--- config.mk ---
export PLATFORM = sky130hd
export DESIGN_NAME = icw_ctrl
export DESIGN_NICKNAME = d
export VERILOG_FILES = /design/src/rtl/icw_pkg.sv /design/src/rtl/icw_ctrl.sv
export SDC_FILE = /design/constraint.sdc
export NUM_CORES = 1
export LEC_CHECK = 0
export ABC_AREA = 1
export ABC_CLOCK_PERIOD_IN_PS = 1600
export BUFFER_PORTS_ARGS = -buffer_cell sky130_fd_sc_hd__buf_2
export CAP_MARGIN = 30
export CORE_AREA = 5 5 42 44
export DETAILED_ROUTE_END_ITERATION = 8
export DIE_AREA = 0 0 47 49
export PLACE_DENSITY = 0.46
export SLEW_MARGIN = 10
export SYNTH_ARGS = -nofsm -noshare
export SYNTH_HDL_FRONTEND = slang
export SYNTH_SLANG_ARGS = --single-unit
--- constraint.sdc ---
create_clock -name clk -period 1.6 [get_ports clk]
set_input_delay 0.24 -clock clk [delete_from_list [all_inputs] [get_ports clk]]
set_output_delay 0.24 -clock clk [all_outputs]
set_load 0.01 [all_outputs]
--- src/rtl/icw_pkg.sv ---
// icw_pkg: shared types, codes and constants for the iq calibrate/window block
// no dependencies; imported by icw_ctrl, icw_datapath, the top level and the checker

package icw_pkg;

	// fixed field widths
	localparam int SAMPLE_BITS = 16;
	localparam int CFG_DATA_W  = 16;
	localparam int CFG_IDX_W   = 3;
	localparam int TIDX_W      = 10;
	localparam int RBIN_W      = 10;
	localparam int DLINE_W     = 8;
	localparam int SPL_W       = 11;
	localparam int LPB_W       = 9;

	// parameter defaults
	localparam int DEF_MAX_RANGE_BINS = 1024;
	localparam int DEF_MAX_LINES      = 256;

	// request function codes
	localparam logic [1:0] FUNC_SAMPLE    = 2'd0;
	localparam logic [1:0] FUNC_DC_WR     = 2'd1;
	localparam logic [1:0] FUNC_RANGE_WR  = 2'd2;
	localparam logic [1:0] FUNC_DOPPLER_WR = 2'd3;

	// configuration register indexes
	localparam logic [CFG_IDX_W-1:0] CFG_DC_CONST_ONLY    = 3'd0;
	localparam logic [CFG_IDX_W-1:0] CFG_DC_OFFSET_CONST  = 3'd1;
	localparam logic [CFG_IDX_W-1:0] CFG_CAL_II           = 3'd2;
	localparam logic [CFG_IDX_W-1:0] CFG_CAL_IQ           = 3'd3;
	localparam logic [CFG_IDX_W-1:0] CFG_CAL_QI           = 3'd4;
	localparam logic [CFG_IDX_W-1:0] CFG_CAL_QQ           = 3'd5;
	localparam logic [CFG_IDX_W-1:0] CFG_SAMPLES_PER_LINE = 3'd6;
	localparam logic [CFG_IDX_W-1:0] CFG_LINES_PER_BLOCK  = 3'd7;

	// configuration reset values
	localparam logic signed [15:0] CAL_UNITY = 16'sd16384;
	localparam logic [SPL_W-1:0]   SPL_RESET = 11'd1024;
	localparam logic [LPB_W-1:0]   LPB_RESET = 9'd256;

	// commands from controller to datapath
	typedef struct packed {
		logic take_sample;
		logic take_table;
		logic step_diff;
		logic step_mul1;
		logic step_mul2;
		logic step_wide;
		logic load_out;
		logic out_pop;
	} icw_cmd_t;

	// status from datapath to controller
	typedef struct packed {
		logic out_valid;
	} icw_status_t;

endpackage

--- src/rtl/icw_ctrl.sv ---
// icw_ctrl: sequencing state machine for the iq calibrate/window datapath
// depends on icw_pkg (command and status structs, function codes)

module icw_ctrl import icw_pkg::*; (
	input  logic        clk,
	input  logic        arst_n,
	input  logic        in_valid,
	output logic        in_ready,
	input  logic [1:0]  func,
	input  logic        out_ready,
	input  icw_status_t status,
	output icw_cmd_t    cmd
);

	localparam logic [2:0] ST_IDLE = 3'd0;
	localparam logic [2:0] ST_DIFF = 3'd1;
	localparam logic [2:0] ST_MUL1 = 3'd2;
	localparam logic [2:0] ST_MUL2 = 3'd3;
	localparam logic [2:0] ST_WIDE = 3'd4;
	localparam logic [2:0] ST_FIN  = 3'd5;

	logic [2:0] state_q;
	logic [2:0] state_d;
	logic       take;
	logic       out_free;

	assign in_ready = (state_q == ST_IDLE);
	assign take     = in_valid & in_ready;
	assign out_free = ~status.out_valid | out_ready;

	always_comb begin
		cmd.take_sample = take & (func == FUNC_SAMPLE);
		cmd.take_table  = take & (func != FUNC_SAMPLE);
		cmd.step_diff   = (state_q == ST_DIFF);
		cmd.step_mul1   = (state_q == ST_MUL1);
		cmd.step_mul2   = (state_q == ST_MUL2);
		cmd.step_wide   = (state_q == ST_WIDE);
		cmd.load_out    = (state_q == ST_FIN) & out_free;
		cmd.out_pop     = status.out_valid & out_ready;
	end

	always_comb begin
		state_d = state_q;
		case (state_q)
			ST_IDLE: begin
				if (take && (func == FUNC_SAMPLE)) begin
					state_d = ST_DIFF;
				end
			end
			ST_DIFF: state_d = ST_MUL1;
			ST_MUL1: state_d = ST_MUL2;
			ST_MUL2: state_d = ST_WIDE;
			ST_WIDE: state_d = ST_FIN;
			ST_FIN: begin
				if (out_free) begin
					state_d = ST_IDLE;
				end
			end
			default: state_d = ST_IDLE;
		endcase
	end

	always_ff @(posedge clk or negedge arst_n) begin
		if (!arst_n) begin
			state_q <= ST_IDLE;
		end else begin
			state_q <= state_d;
		end
	end

endmodule

Word-level counts from Yosys, hierarchy flattened:

Index checks and enable logic that the tools add are counted.

* word-level logic and storage cells: 23
* input port bits: 7
* register bits after elaboration: 3

* multiplexer cells: 3
* equal/unequal tests: 7
* reductions and logical operators: 5
* bitwise operators: 7

Operators with widths (number)
* $pmux W3 S6: 1
* $eq A3 B2 Y1 const B: 2
* $eq A3 B3 Y1 const B: 2
* $mux W3: 2
* $and A1 B1 Y1: 5
* $eq A3 B1 Y1 const B: 1
* $logic_not A3 Y1: 1
* $logic_not A2 Y1: 1
* $ne A2 B1 Y1 const B: 1
* $ne A2 B2 Y1 const B: 1
* $reduce_and A2 Y1: 1
* $reduce_bool A2 Y1: 1
* $logic_and A1 B1 Y1: 1
* $not A1 Y1: 1
* $or A1 B1 Y1: 1

Depth between registers and ports, before layout:

Gate-level depths: netlist of run 1.

* depth after elaboration: 5
* mapped depth: 5
* mapped depth without buffers: 5

Least setup slack after synthesis of run 1:

OpenSTA, ideal clock, no wires.

* kind: flip-flop to output port
* start: register state_q[0]
* end: output port cmd[7] in the netlist's numbering
* data arrival time: 0.911 ns
* cell stages (with the launch flop): 6
* path buffers: 0
* setup slack: 0.449 ns
* cells stage by stage: dfrtp_1 nor2_2 nand2_1 inv_2 nand2_2 nor3_2

RTL lines
* start: declaration: line icw_ctrl.sv:22 `logic [2:0] state_q;`
* start signal: assignment: line icw_ctrl.sv:67 `state_q <= state_d;`
* end: declaration: line icw_ctrl.sv:12 `output icw_cmd_t cmd`

==> key figures, run 1 <==
Outcome
  • Result of the run: completed

Power and ir drop
  • Total chip power: 0.0005864 W
  • Maximum resistive drop on vdd: 0.4028 mV
  • Leakage power summed over all cells: 0.2071 nW
  • Pwr Density: 1692 nW/µm²

Route
  • Total via count in the routed design: 261
  • Final wirelength: 551 µm
  • DRT antenna net count: 0
  • Routed wirelength normalized by instance count: 8.103 µm
  • Number of iterations in the first detailed-routing pass: 4
  • Post-detailed-route via-to-cell ratio: 3.838
  • First DRT Iteration DRCs: 3
  • Total DRC errors in the routed layout: 0

Setup path
  • Nature of the critical path startpoint: register
  • Critical path data required time: 1.36 ns
  • Critical path fanouts, max: 4
  • Startpoint of the lowest-slack register-to-register path: state_q[0]$_DFFE_PN0P_
  • Path type of the worst setup path: reg -> out
  • Critical Path Sink Type: primary output
  • Source of the critical timing path: state_q[0]$_DFFE_PN0P_
  • Worst setup endpoint: cmd[7]
  • Arrival time worst endpoint: 1.21 ns
  • Setup slack, reg-to-reg: 0.66 ns
  • R2R depth: 4
  • Worst R2R End: state_q[0]$_DFFE_PN0P_

Logic synthesis
  • Synthesized instance count: 32
  • Count of state elements after synthesis: 3
  • Sequential element share of the synthesized area: 0.3488
  • Syn_area_per_cell: 6.725 µm²
  • Cell area after synthesis: 215.2 µm²
  • Library cells used by synthesis: 12
  • Synthesis Warnings: 0
  • Net count after synthesis: 39

Global routing
  • Via count of the first global-routing pass: 238
  • Wire length of the first global-routing pass: 862 µm
  • Total grt overflow: 0
  • All-layer global routing usage: 0.05426
  • Largest net degree at the start of global routing: 6
  • Antenna violations before repair: 0

Layout
  • Finished Cell Area: 346.6 µm²
  • Syn-to-layout area delta: 61.05%
  • Fraction of final layout cells with drive strength greater than 1: 0.5577
  • Number of flip-flops in the largest register: 3
  • Final Instance Count excl. Fillers: 68
  • Antenna Diode Count: 0
  • Layout filler cell count: 163
  • Nets: 60
  • Largest registers: state_q: 3 flops
  • Most flop-heavy register: state_q

Place
  • Placed cell count: 63
  • GPL Wtd Cong: 0.6939
  • Quantity of I/O buffers inserted on ports: 15
  • Detailed placement HPWL: 510.7 µm
  • Placed Instance Area: 310.3 µm²

Floorplan
  • Initial cell density of the core: 0.1536
  • Floorplan die width: 47 µm
  • Core Box Area: 1401 µm²
  • Die Area: 2303 µm²
  • Site Rows: 14
  • Io pins: 16
  • Vert. Die Dim: 49 µm

STA
  • Worst-case headroom to the max-slew limit: 0.8656
  • Hold violation count in the final report: 0
  • Post-layout minimum cycle time: 1.451 ns
  • Max-slew violation total from the final report: 0
  • Part of the cycle the worst path needs: 0.9070
  • Setup repair after global routing missed its margin: false
  • Final count of negative-setup-slack endpoints: 0
  • Post-Route Setup TNS: 0 ns
  • Slew at the pin with the worst max-slew slack: 0.2001 ns
  • Achievable frequency: 689.1 MHz
  • Skew final: 0.003233 ns

Clock tree
  • Later-pin clock latency in the skew report: 0.22 ns
  • Number of CTS-inserted buffers: 3
  • Setup bufs post-CTS: 0
  • Sinks on Clock Net: 3
  • Buffers from clock root to sink, at most: 2
  • Root Buffer: sky130_fd_sc_hd__clkbuf_4
  • Clock tree from TritonCTS: built
  • Number of levels in the clock H-tree: 1
  • Post-CTS clock slew at the launch and capture registers of the worst setup and hold paths: 0.03 ns
  • Post-CTS sizing: 0

Job
  • Max-cap violations: 0

Hold path
  • Tightest Hold Check Type: in -> reg
cells by family after synthesis:
logic type,after synthesis,share of synthesized area
AO/OA/AOI/OAI,3,0.06975
buffers and inverters,7,0.1221
AND/OR/NAND/NOR,19,0.4593
flip-flops,3,0.3488
critical path: stages (launching register included):
cell	delay [ns]
sky130_fd_sc_hd__dfrtp_1	0.42
sky130_fd_sc_hd__nor2_2	0.14
sky130_fd_sc_hd__nand2_1	0.09
sky130_fd_sc_hd__inv_2	0.06
sky130_fd_sc_hd__nand2_2	0.05
sky130_fd_sc_hd__nor3_2	0.09
sky130_fd_sc_hd__buf_2	0.14
layout by cell type, fill, tap and decap left out, types with 2 or more instances in the layout:
cell type and count:
sky130_fd_sc_hd__buf_2 15, sky130_fd_sc_hd__nor2_1 5, sky130_fd_sc_hd__nand2_1 5, sky130_fd_sc_hd__a21oi_1 2, sky130_fd_sc_hd__inv_2 5, sky130_fd_sc_hd__nor3_1 2
sky130_fd_sc_hd__nor3_2 2, sky130_fd_sc_hd__dfrtp_1 3, sky130_fd_sc_hd__nor2_2 2, sky130_fd_sc_hd__clkbuf_4 3, sky130_fd_sc_hd__nand2_2 2, sky130_fd_sc_hd__inv_1 2
Yosys cell counts:
cell                      number  area [µm²]
sky130_fd_sc_hd__inv_2         5       18.77
sky130_fd_sc_hd__nand2_1       5       18.77
sky130_fd_sc_hd__nor2_1        5       18.77
sky130_fd_sc_hd__nor2_2        2       12.51
sky130_fd_sc_hd__inv_1         2       7.510
sky130_fd_sc_hd__or2_1         1       6.260
sky130_fd_sc_hd__a21oi_1       2       10.01
sky130_fd_sc_hd__dfrtp_1       3       75.07
sky130_fd_sc_hd__nand2_2       2       12.51
sky130_fd_sc_hd__o21ai_0       1       5.000
sky130_fd_sc_hd__nor3_1        2       10.01
sky130_fd_sc_hd__nor3_2        2       20.02
metal layers:
layer,vias to the layer above,track usage,wire length (µm)
met4,0,0.04147,0
li1,139,-,-
met2,7,0.08371,281
met3,0,0.02952,57
met1,115,0.05066,212
met5,-,0,0
where the power goes:
part | switching (W) | total [W] | internal, W
logic | 0.000188 | 0.000309 | 0.000121
clock network | 0.0000318 | 0.000125 | 0.0000929
registers | 0.0000419 | 0.000153 | 0.000111
total | 0.000261 | 0.000586 | 0.000325
area by class of cell:
type	instances	area, µm²	share of cell area
clock buffers	4	26.28	0.07581
inverters	7	26.28	0.07581
multi-input cells	22	113.9	0.3285
flip-flops and latches	3	75.07	0.2166
well taps	16	20.02	0.05776
repair buffers	16	85.08	0.2455
metrics by stage:
| step | utilization | hold slack (ns) | setup WS, ns |
|---|---|---|---|
| 6_report | 0.2473 | 0.3234 | 0.1487 |
| 5_1_grt | 0.2473 | 0.3435 | 0.07329 |
| 4_1_cts | 0.2473 | 0.3170 | 0.1372 |
| 3_5_place_dp | 0.2214 | 0.03981 | 0.3815 |
| 3_3_place_gp | 0.2214 | 0.03678 | 0.3891 |
| 2_1_floorplan | - | -0.05559 | 0.4494 |
how the worst min path moves through the flow:
| stage | start | to | slack (ns) | cells past startpoint |
|---|---|---|---|---|
| 6_report | out_ready | state_q[2]$_DFFE_PN0P_ | 0.32 | 4 |
| 5_1_grt | in_valid | state_q[0]$_DFFE_PN0P_ | 0.34 | 3 |
| 4_1_cts | out_ready | state_q[2]$_DFFE_PN0P_ | 0.32 | 4 |
| 3_5_place_dp | arst_n | state_q[1]$_DFFE_PN0P_ | 0.04 | 1 |
| 3_3_place_gp | arst_n | state_q[1]$_DFFE_PN0P_ | 0.04 | 1 |
| 2_1_floorplan | arst_n | state_q[0]$_DFFE_PN0P_ | -0.06 | 0 |
what timing repair did:
item / 4_1_cts / 5_1_grt
hold buffers: 1 / 0
hold endpoints to repair: 3 / 0
setup endpoints to repair: 0 / 0
No activity file was read; power rests on OpenSTA's default activity.
==> run 2: changes to the inputs <==
==> constraint.sdc (replaced) <==
create_clock -name clk -period 1.6 [get_ports clk]
set_input_delay 0.48 -clock clk [delete_from_list [all_inputs] [get_ports clk]]
set_output_delay 0.48 -clock clk [all_outputs]
set_load 0.01 [all_outputs]
==> key figures, run 2 (synthesized netlist as in run 1, its figures left out) <==
Global routing
  • Largest net degree at the start of global routing: 6
  • All-layer global routing usage: 0.06281
  • Antenna violations before repair: 0
  • Total grt overflow: 0
  • Via count of the first global-routing pass: 262
  • Wire length of the first global-routing pass: 1007 µm

Power and ir drop
  • Part of the total power dissipated in sequential elements: 0.227
  • Net Sw Frac: 0.4342
  • Maximum resistive drop on vdd: 0.3117 mV
  • Leakage power summed over all cells: 0.2152 nW
  • Total net switching power: 0.0002906 W
  • Relative contribution of the clock network to total power: 0.196
  • Internal power summed over all cells: 0.0003787 W
  • Share of total power in combinational logic: 0.577
  • Pwr Density: 1845 nW/µm²

Setup path
  • Nature of the critical path startpoint: register
  • Critical path data required time: 1.12 ns
  • Path type of the worst setup path: reg -> out
  • Slowest stage cell, crit path: sky130_fd_sc_hd__dfrtp_1
  • Arrival time worst endpoint: 1.19 ns
  • Critical path fanouts, max: 2
  • Worst stage delay on the critical path: 0.39 ns
  • R2R depth: 6
  • Critical Path Sink Type: primary output
  • Largest delay share family, worst path: flip-flops
  • Cell-by-cell trace of the critical path: nor2_2 > nand2_1 > inv_2 > nand2_2 > nor3_2 > buf_2
  • Number of buffers and inverters on the critical path: 2
  • Cell count along the critical path: 6

Layout
  • Layout filler cell count: 175
  • Largest registers: state_q: 3 flops
  • Number of flip-flops in the largest register: 3
  • Finished Cell Area: 362.8 µm²
  • Final Instance Count excl. Fillers: 70
  • Final core utilization: 0.2589
  • Syn-to-layout area delta: 68.60%
  • Antenna Diode Count: 0
  • Most common cell after layout, fill and taps aside: sky130_fd_sc_hd__buf_2
  • Nets: 62
  • Leading cell types in the layout, fill and taps excluded: sky130_fd_sc_hd__buf_2 (15), sky130_fd_sc_hd__inv_2 (5), sky130_fd_sc_hd__nand2_1 (5)
  • Fraction of final layout cells with drive strength greater than 1: 0.6296
  • Most flop-heavy register: state_q

Route
  • Top Metal Used: met3
  • Total via count in the routed design: 274
  • Post-detailed-route via-to-cell ratio: 3.914
  • Final wirelength: 615 µm
  • Total DRC errors in the routed layout: 0
  • First DRT Iteration DRCs: 4
  • Number of iterations in the first detailed-routing pass: 3
  • Met1 WL: 231 µm
  • Routed wl met2: 342 µm
  • Routed wirelength normalized by instance count: 8.786 µm
  • Met3 wire len: 42 µm
  • DRT antenna net count: 0

Floorplan
  • Io pins: 16
  • Initial cell density of the core: 0.1536
  • Vert. Die Dim: 49 µm
  • Die Area: 2303 µm²
  • Floorplan die width: 47 µm
  • Site Rows: 14
  • Core Box Area: 1401 µm²

STA
  • Skew final: 0.002800 ns
  • Slew at the pin with the worst max-slew slack: 0.2588 ns
  • Max-slew violation total from the final report: 0
  • Part of the cycle the worst path needs: 1.046
  • Hold violation count in the final report: 0
  • Setup repair after global routing missed its margin: true
  • Worst hold slack: 0.03423 ns
  • Post-layout minimum cycle time: 1.674 ns
  • Worst-case headroom to the max-slew limit: 0.8261
  • Final count of negative-setup-slack endpoints: 4
  • Post-route worst setup slack: -0.07390 ns
  • Achievable frequency: 597.4 MHz
  • Post-Route Setup TNS: -0.1311 ns

Place
  • GPL Wtd Cong: 0.7377
  • Placed Instance Area: 310.3 µm²
  • Quantity of I/O buffers inserted on ports: 15
  • Detailed placement HPWL: 479.1 µm
  • Placed cell count: 63

Clock tree
  • Clock tree from TritonCTS: built
  • Later-pin clock latency in the skew report: 0.23 ns
  • Buffers from clock root to sink, at most: 2
  • Number of CTS-inserted buffers: 3
  • Root Buffer: sky130_fd_sc_hd__clkbuf_4
  • CTS Hold Buffers Added: 0
  • Sinks on Clock Net: 3
  • Post-CTS clock slew at the launch and capture registers of the worst setup and hold paths: 0.04 ns
  • Number of levels in the clock H-tree: 1

Job
  • Max-cap violations: 0

Hold path
  • Tightest Hold Check Type: in -> async

Outcome
  • Failing checks: setup timing
  • Result of the run: finished with violations
-- run 2: timing repair --
| item | in CTS | in global routing |
|---|---|---|
| setup buffers | 2 | 1 |
| pin swaps | 1 | 4 |
| resized for setup | 0 | 2 |
| endpoints found under the hold margin | 0 | 0 |
| setup endpoints to repair | 2 | 6 |
-- run 2: worst paths after layout --
kind                                         from  slack [ns]                endpoint
max                        state_q[1]$_DFFE_PN0P_       -0.07                  cmd[7]
min                                        arst_n        0.03  state_q[1]$_DFFE_PN0P_
max reg2reg                state_q[1]$_DFFE_PN0P_        0.44  state_q[0]$_DFFE_PN0P_
min reg2reg                state_q[2]$_DFFE_PN0P_        0.68  state_q[2]$_DFFE_PN0P_
max in group asynchronous                  arst_n        1.45  state_q[2]$_DFFE_PN0P_
min in group clk                         in_valid        0.55  state_q[0]$_DFFE_PN0P_
-- run 2: area by class of cell --
| cell class | instances | area [µm²] | share of cell area |
|---|---|---|---|
| multi-input combinational | 22 | 116.4 | 0.3207 |
| clock buffer | 4 | 26.28 | 0.07241 |
| tap | 16 | 20.02 | 0.05517 |
| inverter | 7 | 26.28 | 0.07241 |
| sequential | 3 | 76.32 | 0.2103 |
| timing repair buffer | 18 | 97.59 | 0.2690 |
-- run 2: power groups by stage --
| stage | logic [W] | clock network [W] | registers, W |
|---|---|---|---|
| finish | 0.000386 | 0.000131 | 0.000152 |
| global placement | 0.000312 | 0 | 0.000153 |
| floorplan | 0.000206 | 0 | 0.000147 |
| CTS | 0.000359 | 0.000138 | 0.000144 |
| detailed placement | 0.000310 | 0 | 0.000153 |
| global route | 0.000440 | 0.000146 | 0.000154 |
-- run 2: stage by stage --
| step | worst slack, ns | total power, W |
|---|---|---|
| finish | -0.07390 | 0.0006693 |
| global route | -0.1354 | 0.0007403 |
| CTS | -0.06621 | 0.0006415 |
| detailed placement | 0.1399 | 0.0004630 |
| global placement | 0.1323 | 0.0004644 |
| floorplan | 0.2094 | 0.0003529 |
-- run 2: metal layers --
metal,GRT usage,up-vias
met5,0,-
met2,0.09729,9
met1,0.06195,126
li1,-,139
met3,0.02214,0
met4,0.05530,0
==> run 3: changes to the inputs <==
--- a/config.mk
+++ b/config.mk
@@ -6,13 +6,13 @@
 export NUM_CORES = 1
 export LEC_CHECK = 0
 export ABC_AREA = 1
-export ABC_CLOCK_PERIOD_IN_PS = 1600
+export ABC_CLOCK_PERIOD_IN_PS = 1900
 export BUFFER_PORTS_ARGS = -buffer_cell sky130_fd_sc_hd__buf_2
 export CAP_MARGIN = 30
 export CORE_AREA = 5 5 42 44
 export DETAILED_ROUTE_END_ITERATION = 8
 export DIE_AREA = 0 0 47 49
-export PLACE_DENSITY = 0.46
+export PLACE_DENSITY = 0.41
 export SLEW_MARGIN = 10
 export SYNTH_ARGS = -nofsm -noshare
 export SYNTH_HDL_FRONTEND = slang
==> constraint.sdc (replaced) <==
create_clock -name clk -period 1.9 [get_ports clk]
set_input_delay 0.57 -clock clk [delete_from_list [all_inputs] [get_ports clk]]
set_output_delay 0.57 -clock clk [all_outputs]
set_load 0.01 [all_outputs]
==> key figures, run 3 (synthesized netlist as in run 1, its figures left out) <==
Floorplan
  • Vert. Die Dim: 49 µm
  • Core Box Area: 1401 µm²
  • Io pins: 16
  • Site Rows: 14
  • Initial cell density of the core: 0.1536
  • Floorplan die width: 47 µm
  • Die Area: 2303 µm²

STA
  • Setup repair after global routing missed its margin: false
  • Achievable frequency: 562.4 MHz
  • Part of the cycle the worst path needs: 0.9359
  • Slew at the pin with the worst max-slew slack: 0.1830 ns
  • Hold violation count in the final report: 0
  • Worst-case headroom to the max-slew limit: 0.8771
  • Post-Route Setup TNS: 0 ns
  • Final count of negative-setup-slack endpoints: 0
  • Post-layout minimum cycle time: 1.778 ns
  • Max-slew violation total from the final report: 0
  • Skew final: 0.001375 ns

Route
  • First DRT Iteration DRCs: 6
  • Total DRC errors in the routed layout: 0
  • Number of iterations in the first detailed-routing pass: 4
  • Routed wirelength normalized by instance count: 7.955 µm
  • DRT antenna net count: 0
  • Post-detailed-route via-to-cell ratio: 3.791
  • Final wirelength: 533 µm
  • Total via count in the routed design: 254

Place
  • GPL Wtd Cong: 0.6853
  • Quantity of I/O buffers inserted on ports: 15
  • Placed cell count: 63
  • Detailed placement HPWL: 471.6 µm

Global routing
  • Total grt overflow: 0
  • All-layer global routing usage: 0.05505
  • Via count of the first global-routing pass: 235
  • Antenna violations before repair: 0
  • Largest net degree at the start of global routing: 6
  • Wire length of the first global-routing pass: 883 µm

Clock tree
  • Number of CTS-inserted buffers: 3
  • Later-pin clock latency in the skew report: 0.23 ns
  • Root Buffer: sky130_fd_sc_hd__clkbuf_4
  • Setup bufs post-CTS: 0
  • Post-CTS clock slew at the launch and capture registers of the worst setup and hold paths: 0.04 ns
  • Buffers from clock root to sink, at most: 2
  • Post-CTS sizing: 0
  • Clock tree from TritonCTS: built
  • CTS Hold Buffers Added: 0
  • Number of levels in the clock H-tree: 1
  • Sinks on Clock Net: 3

Setup path
  • Setup slack, reg-to-reg: 0.96 ns
  • Nature of the critical path startpoint: register
  • Path type of the worst setup path: reg -> out
  • Critical Path Sink Type: primary output
  • Cell-by-cell trace of the critical path: nor2_2 > nand2_1 > inv_2 > nand2_2 > nor3_2 > buf_2
  • Worst stage delay on the critical path: 0.41 ns
  • Slowest stage cell, crit path: sky130_fd_sc_hd__dfrtp_1
  • Critical path data required time: 1.33 ns
  • Arrival time worst endpoint: 1.21 ns
  • Critical path fanouts, max: 4
  • R2R depth: 4

Layout
  • Antenna Diode Count: 0
  • Number of flip-flops in the largest register: 3
  • Final core utilization: 0.2402
  • Largest registers: state_q: 3 flops
  • Syn-to-layout area delta: 56.40%
  • Fraction of final layout cells with drive strength greater than 1: 0.5686
  • Nets: 59
  • Most common cell after layout, fill and taps aside: sky130_fd_sc_hd__buf_2
  • Layout filler cell count: 169
  • Leading cell types in the layout, fill and taps excluded: sky130_fd_sc_hd__buf_2 (15), sky130_fd_sc_hd__inv_2 (5), sky130_fd_sc_hd__nor2_1 (5), sky130_fd_sc_hd__nand2_1 (5)
  • Final Instance Count excl. Fillers: 67
  • Most flop-heavy register: state_q

Power and ir drop
  • Pwr Density: 1463 nW/µm²
  • Leakage power summed over all cells: 0.2029 nW
  • Maximum resistive drop on vdd: 0.3063 mV

Outcome
  • Result of the run: completed

Hold path
  • Tightest Hold Check Type: in -> async

Job
  • Max-cap violations: 0
[run 3: cell types whose count changed in the layout (fill, tap and decap cells not counted)]
| cell | previous run | this run |
|---|---|---|
| sky130_fd_sc_hd__dfrtp_2 | 1 | 0 |
| sky130_fd_sc_hd__nor2_2 | 3 | 2 |
| sky130_fd_sc_hd__nor2_1 | 4 | 5 |
| sky130_fd_sc_hd__dfrtp_1 | 2 | 3 |
| sky130_fd_sc_hd__buf_4 | 3 | 0 |
[run 3: path summary, 6_finish.rpt]
kind,start,end
min in group clk,in_valid,state_q[0]$_DFFE_PN0P_
hold reg to reg,state_q[0]$_DFFE_PN0P_,state_q[0]$_DFFE_PN0P_
hold / removal,arst_n,state_q[1]$_DFFE_PN0P_
max in group asynchronous,arst_n,state_q[0]$_DFFE_PN0P_
setup reg to reg,state_q[0]$_DFFE_PN0P_,state_q[0]$_DFFE_PN0P_
setup / recovery,state_q[0]$_DFFE_PN0P_,cmd[7]
[run 3: critical path, delay by kind of cell (launching register included)]
family / cells / cell delay [ns]
buffers and inverters: 2 / 0.20
DFF: 1 / 0.41
and+or+nand+nor: 4 / 0.36
[run 3: metrics by stage]
step,hold WS [ns],cell area [µm²],total power (W),setup slack (ns)
finish,0.1259,336.6,0.0004923,0.1218
floorplan,0.2744,215.2,0.0002971,0.4194
CTS,0.1164,336.6,0.0005067,0.09732
global route,0.1245,336.6,0.0005451,0.003533
detailed placement,0.3687,310.3,0.0003890,0.2962
global placement,0.3696,310.3,0.0003938,0.2987
[run 3: metal layers]
layer	global-route usage	vias up	part of all wire	wire length, µm
li1	-	137	-	-
met1	0.06195	108	0.45	240
met2	0.07014	9	0.45	238
met3	0.04797	0	0.10	55
met4	0.02765	0	0	0
met5	0	-	0	0
[run 3: cell type report]
class,count,area [µm²],area share
Multi-Input combinational cell,22,113.9,0.3383
Tap cell,16,20.02,0.05948
Inverter,7,26.28,0.07807
Sequential cell,3,75.07,0.2230
Clock buffer,4,26.28,0.07807
Timing Repair Buffer,15,75.07,0.2230
[run 3: power breakdown]
group | switching (W) | total, W | leakage [nW] | internal (W)
clock | 0.0000315 | 0.000110 | 0.0150 | 0.0000786
sequential | 0.0000337 | 0.000127 | 0.0377 | 0.0000934
combinational | 0.000154 | 0.000255 | 0.150 | 0.000101
